==> src/design/median_of_non_null_set_unit_macros.svh <==
// Assertion helpers for the median unit. Each expects clk and rst_n in scope.
`ifndef MEDIAN_OF_NON_NULL_SET_UNIT_MACROS_SVH
`define MEDIAN_OF_NON_NULL_SET_UNIT_MACROS_SVH

`ifndef SYNTHESIS
// Same-cycle implication
`define MONNS_ASSERT_IMPL(name, ante, cons) \
  name: assert property (@(posedge clk) disable iff (!rst_n) (ante) |-> (cons)) \
    else $error("median unit: same-cycle check failed");
// Next-cycle implication
`define MONNS_ASSERT_NEXT(name, ante, cons) \
  name: assert property (@(posedge clk) disable iff (!rst_n) (ante) |=> (cons)) \
    else $error("median unit: next-cycle check failed");
`else
`define MONNS_ASSERT_IMPL(name, ante, cons)
`define MONNS_ASSERT_NEXT(name, ante, cons)
`endif

`endif

==> src/design/monns_pkg.sv <==
`default_nettype none

package monns_pkg;

  // Store geometry and value format
  localparam int MAX_VALUES = 256;
  localparam int VALUE_BITS = 32;
  localparam int IDX_W      = $clog2(MAX_VALUES);
  localparam int CNT_W      = $clog2(MAX_VALUES + 1);
  localparam int OUT_BITS   = VALUE_BITS + 1;

  // Input item
  typedef struct packed {
    logic signed [VALUE_BITS-1:0] sample;
    logic                         sample_is_null;
    logic                         end_of_set;
  } in_item_t;

  // Result item
  typedef struct packed {
    logic signed [OUT_BITS-1:0] median_doubled;
    logic                       result_null;
    logic                       capacity_overflow;
  } out_item_t;

  // Control states
  typedef enum logic {
    ST_LOAD,
    ST_DRAIN
  } state_t;

  // What every cell does this cycle
  typedef enum logic [1:0] {
    CELL_HOLD,
    CELL_INSERT,
    CELL_SHIFT
  } cell_op_t;

  // Broadcast from the controller to the row of cells
  typedef struct packed {
    cell_op_t                     op;
    logic signed [VALUE_BITS-1:0] value;
    logic [CNT_W-1:0]             cnt;
  } cell_ctrl_t;

endpackage

`default_nettype wire

==> src/design/monns_cell.sv <==
`default_nettype none

module monns_cell
  import monns_pkg::*;
(
  input  wire logic                         clk,
  input  wire cell_ctrl_t                   ctrl,
  input  wire logic [IDX_W-1:0]             idx,
  input  wire logic signed [VALUE_BITS-1:0] left_val,
  input  wire logic                         left_less,
  input  wire logic signed [VALUE_BITS-1:0] right_val,
  output logic signed [VALUE_BITS-1:0]      val,
  output logic                              less
);

  logic signed [VALUE_BITS-1:0] val_r;
  logic signed [VALUE_BITS-1:0] val_nxt;
  logic                         occupied;

  // An empty slot behaves like +infinity: the new value goes below it
  assign occupied = ({1'b0, idx} < ctrl.cnt);
  assign less     = !occupied || (ctrl.value < val_r);
  assign val      = val_r;

  // Insert: first slot above the new value takes it, the rest move up.
  // Shift: move one slot toward cell 0 during readout.
  always_comb begin
    val_nxt = val_r;
    case (ctrl.op)
      CELL_INSERT: begin
        if (less) begin
          val_nxt = left_less ? left_val : ctrl.value;
        end
      end
      CELL_SHIFT: val_nxt = right_val;
      default:    val_nxt = val_r;
    endcase
  end

  always_ff @(posedge clk) begin
    val_r <= val_nxt;
  end

endmodule

`default_nettype wire

==> config.mk <==
export PLATFORM = sky130hd
export DESIGN_NAME = monns_cell
export DESIGN_NICKNAME = d
export VERILOG_FILES = /design/src/design/median_of_non_null_set_unit_macros.svh /design/src/design/monns_pkg.sv /design/src/design/monns_cell.sv
export SDC_FILE = /design/constraint.sdc
export NUM_CORES = 1
export LEC_CHECK = 0
export ABC_AREA = 1
export BUFFER_PORTS_ARGS = -buffer_cell sky130_fd_sc_hd__clkbuf_2
export CORE_ASPECT_RATIO = 0.6
export CORE_MARGIN = 10
export CORE_UTILIZATION = 31
export CTS_BUF_LIST = sky130_fd_sc_hd__clkbuf_8 sky130_fd_sc_hd__clkbuf_16
export CTS_CLUSTER_DIAMETER = 60
export DETAILED_ROUTE_END_ITERATION = 8
export GPL_TIMING_DRIVEN = 1
export SETUP_SLACK_MARGIN = 0.02
export SKIP_CTS_REPAIR_TIMING = 1
export SYNTH_ARGS = -nofsm -noshare
export SYNTH_HDL_FRONTEND = slang
export SYNTH_SLANG_ARGS = --single-unit
==> constraint.sdc <==
create_clock -name clk -period 3.55 [get_ports clk]
set_input_delay 0 -clock clk [delete_from_list [all_inputs] [get_ports clk]]
set_output_delay 0 -clock clk [all_outputs]
set_load 0.1 [all_outputs]
== Word-level counts from Yosys, hierarchy flattened ==
Cells that the tools add are included.
Storage, ports and cells
  bits in registers: 32
  input bits: 117
  output and inout bits: 33
  word-level logic and storage cells: 13
Operators by class
  magnitude comparators: 2
  equal/unequal tests: 3
  mux-type cells: 3
  reductions and logical operators: 4
Operators by type and width (number)
  32-bit 2-to-1 mux: 2
  32-bit one-hot mux with 2 select lines: 1
  32-bit less-than comparator: 1
  8-bit by 9-bit less-than comparator with 1-bit output: 1
  2-bit by 1-bit equality test with 1-bit output, second input constant: 1
  2-bit equality test, second input constant: 1
  2-bit != test, second input constant: 1
  2-bit AND reduction: 1
  2-bit nonzero test: 1
  1-bit logical NOT: 1
  1-bit logical OR: 1

== Depth between registers and ports, before layout ==
  depth in word-level cells: 5
  gate-level depth with buffers: 17
  gate-level depth less buffers: 17

== Worst setup path after synthesis ==
OpenSTA, ideal clock, no wires.
  path kind: register to register
  start: register val_r[31], in the netlist val[31]
  end: register val_r[0], in the netlist val[0] (enable)
  setup time: 0.389 ns
  arrival time: 3.219 ns
  setup slack: -0.058 ns
  cell stages (with the launch flop): 13
  buffers on the path: 0
  period minus slack after synthesis: 3.608 ns
  path through: edfxtp_1 -> inv_1 -> ha_1 -> nand2_1 -> nor2_2 -> nand4_2 -> nor4_2 -> nand2_1 -> nand3_1 -> nand2_1 -> nand2_2 -> nand2_1 -> nand2_1
Between the ends
  word-level cells in the longest chain between the ends: 4
Ends and longest elaborated chain
  start, declared: line monns_cell.sv:16  | logic signed [VALUE_BITS-1:0] val_r;
  start signal, assigned: line monns_cell.sv:41  | val_r <= val_nxt;
  32-bit less-than comparator: line monns_cell.sv:22  | assign less = !occupied || (ctrl.value < val_r);
  1-bit logical OR: line monns_cell.sv:22
  via less: line monns_cell.sv:13  | output logic less
  2-bit != test (no line)
  2-bit AND reduction (no line)
The timed path passes the listed nets, and every way through them passes these cells.
A chain may end at the register's enable or synchronous reset.

== Final worst setup path ==
  start: register val_r[31], in the netlist val[31]
  end: register val_r[25], in the netlist val[25] (enable)
Between the ends
  word-level cells in the longest chain between the ends: 4
Ends and longest elaborated chain (line)
  32-bit less-than comparator: monns_cell.sv:22
  1-bit logical OR: monns_cell.sv:22
  2-bit != test (no line)
  2-bit AND reduction (no line)
No other way between the ends.

==> run_results.csv <==
group,metric,value,unit
outcome,status,"completed",
global_routing,grt_first_pass_wirelength,14000,um
routing,wl_per_cell,14.5,um
routing,routed-wl-met3,750,um
yosys,synth_flop_cell,"edfxtp_1",
yosys,synthTopCellsByCount,"100 x nand2_1, 53 x inv_1, 40 x nor2_1, 38 x ha_1",
yosys,synth_area,0.00263,mm2
clocking,cts_max_path_buffers,2,
final_layout,synthToLayoutAreaGrowth,37.2,%
power_and_ir_drop,power.density,416,mW/mm2
yosys,synth.net_count,501,
global_routing,grt_pass1_vias,2769,
yosys,synth_area_leaders,"edfxtp_1 37%, ha_1 18%, nand2_1 14%",
floorplan,fp.dieH,91.3,um
sta,rsz0062_at_grt,"false",
clocking,worstSkewPairLatency,0.27,ns
routing,viasPerCell,4.41,
final_layout,fill_cells,867,
sta,worst_pin_slew,1.08,ns
floorplan,dieArea,0.0127,mm2
yosys,ys_types,20,
power_and_ir_drop,leakage,2.01,nW
clocking,ctsHtreeMaxLevel,2,
sta,timing.fmax,386,MHz
yosys,yosysMostFrequentCell,"nand2_1",
sta,period_share,72.9,%
routing,drt_iter0_drc,127,
final_layout,diodes,0,
final_layout,ff_latch_area,961,um2
worst_setup_path,r2r_slack,0.96,ns
sta,hold_viol_final,0,
worst_setup_path,path_class,"register to register",
routing,wl_met1,4240,um
final_layout,multi_input_area,0.00142,mm2
worst_setup_path,crit_path_start_kind,"register",
routing,routed-wl-met2,3640,um
global_routing,antenna_found_initial,0,
routing,wirelength,8640,um
worst_setup_path,crit_arrival,2.48,ns
place,portBuffers,149,
clocking,cts.sinks,32,
routing,firstDrtPassIters,4,
floorplan,io_pins,150,
place,placed_area,0.00346,mm2
power_and_ir_drop,peakVddDrop,0.189,mV
sta,tns,0,ns
routing,antenna_left,0,
yosys,ys_ff_latch,32,
routing,routed.top_layer,"met4",
final_layout,final_util,44.6,%
sta,skew,0.00324,ns
global_routing,grt_use_total,13.2,%
sta,period_needed,2.59,ns
final_layout,drive_gt1_share,32.9,%
yosys,synth_edf_count,32,
worst_setup_path,critPathMaxFanout,32,
clocking,root_buffer,"clkbuf_16",
sta,drv_slew,0,
yosys,yosysSeqAreaShare,36.6,%
sta,setup_viol,0,
worst_hold_path,min_path_type,"input pin to register",
final_layout,design_area,0.00360,mm2
global_routing,grt_max_degree,65,
yosys,syn_inst,346,
yosys,ys_warn_count,0,
yosys,yosys.area.top_type_share,36.6,%
global_routing,grt_overflow,0,
clocking,path_clk_slew,0.05,ns
clocking,cts_tree,"done",
floorplan,core,0.00807,mm2
final_layout,largest_register_ffs,32,
sta,max-slew-margin-rel,27.7,%
floorplan,start_util,32.5,%
floorplan,fp-row-count,25,
clocking,cts_buffers,5,
place,hpwl,7260,um
place,place.gp.congestion,0.780,
final_layout,num-nets-final,644,
worst_setup_path,end_kind,"register",
routing,remaining_drc_errors,0,
yosys,async_flop_share,0,%
yosys,synth_top_area_cell,"edfxtp_1",
worst_setup_path,cp.required,3.45,ns
floorplan,die_x,139,um
routing,vias,2636,
yosys,avgSynthCellArea,7.59,um2
job,maxCapViolCount,0,
sta,hold_ws,0.0795,ns
==> where the power goes <==
group / switching (mW) / total [mW] / internal [mW]
registers: 0.0185 / 0.488 / 0.469
clock network: 0.142 / 0.394 / 0.252
logic: 0.462 / 0.615 / 0.153
total: 0.623 / 1.50 / 0.874
==> layout make-up <==
| cell class | count | share of cell area (%) |
|---|---|---|
| Clock buffer | 5 | 3.47 |
| Timing Repair Buffer | 150 | 20.9 |
| Inverter | 53 | 5.52 |
| Tap cell | 108 | 3.75 |
| Sequential cell | 32 | 26.7 |
| Multi-Input combinational cell | 247 | 39.3 |
| Clock inverter | 3 | 0.313 |
==> critical path, cell delays in order (launching register included) <==
cell	delay [ns]
edfxtp_1	0.34
inv_1	0.05
ha_1	0.34
nand2_1	0.11
nor2_2	0.15
nand4_2	0.14
nor4_2	0.15
nand2_1	0.09
nand3_1	0.07
nand2_1	0.06
nand2_2	0.06
nand2_1	0.06
nand2_2	0.58
==> routing by layer <==
metal | global-route usage (%) | vias up
li1 | - | 1435
met1 | 17.1 | 1104
met2 | 20.6 | 95
met3 | 5.46 | 2
met4 | 1.73 | 0
met5 | 0 | -
==> kinds of logic after synthesis <==
family,count (synthesis),synth area share [%]
flip-flops,32,36.6
AO/OA/AOI/OAI,58,12.8
buffers and inverters,67,9.63
adder cells (fa/ha/maj),38,18.1
AND/OR/NAND/NOR,151,22.9
==> per-stage QoR <==
| stage | cells | setup WS [ns] | power [mW] |
|---|---|---|---|
| global placement | 590 | 0.921 | 1.11 |
| floorplan | 346 | 0.207 | 0.953 |
| finish | 598 | 0.961 | 1.50 |
| CTS | 598 | 0.867 | 1.52 |
| global route | 598 | 0.700 | 1.59 |
| detailed placement | 590 | 0.896 | 1.12 |
==> placed cells by master, fill, tap and decap left out <==
master / n
ha_1: 38
nand2_2: 3
o211ai_1: 1
buf_4: 1
a21oi_1: 18
nor2_1: 40
nor2_2: 1
o21ai_0: 6
clkinv_1: 1
a31oi_1: 32
inv_1: 55
nor3_1: 3
nor4_2: 1
clkbuf_2: 149
nand4_1: 2
nand4_2: 1
nand2_1: 98
clkbuf_16: 5
a211oi_1: 1
nand3_1: 2
edfxtp_1: 32
==> worst paths after layout <==
check / start / to / cells past startpoint
setup / recovery: val[31]$_DFFE_PP_ / val[25]$_DFFE_PP_ / 12
hold / removal: right_val[17] / val[17]$_DFFE_PP_ / 3
setup reg to reg: val[31]$_DFFE_PP_ / val[25]$_DFFE_PP_ / 12
hold reg to reg: val[31]$_DFFE_PP_ / val[17]$_DFFE_PP_ / 7
No activity file was read; power rests on OpenSTA's default activity.
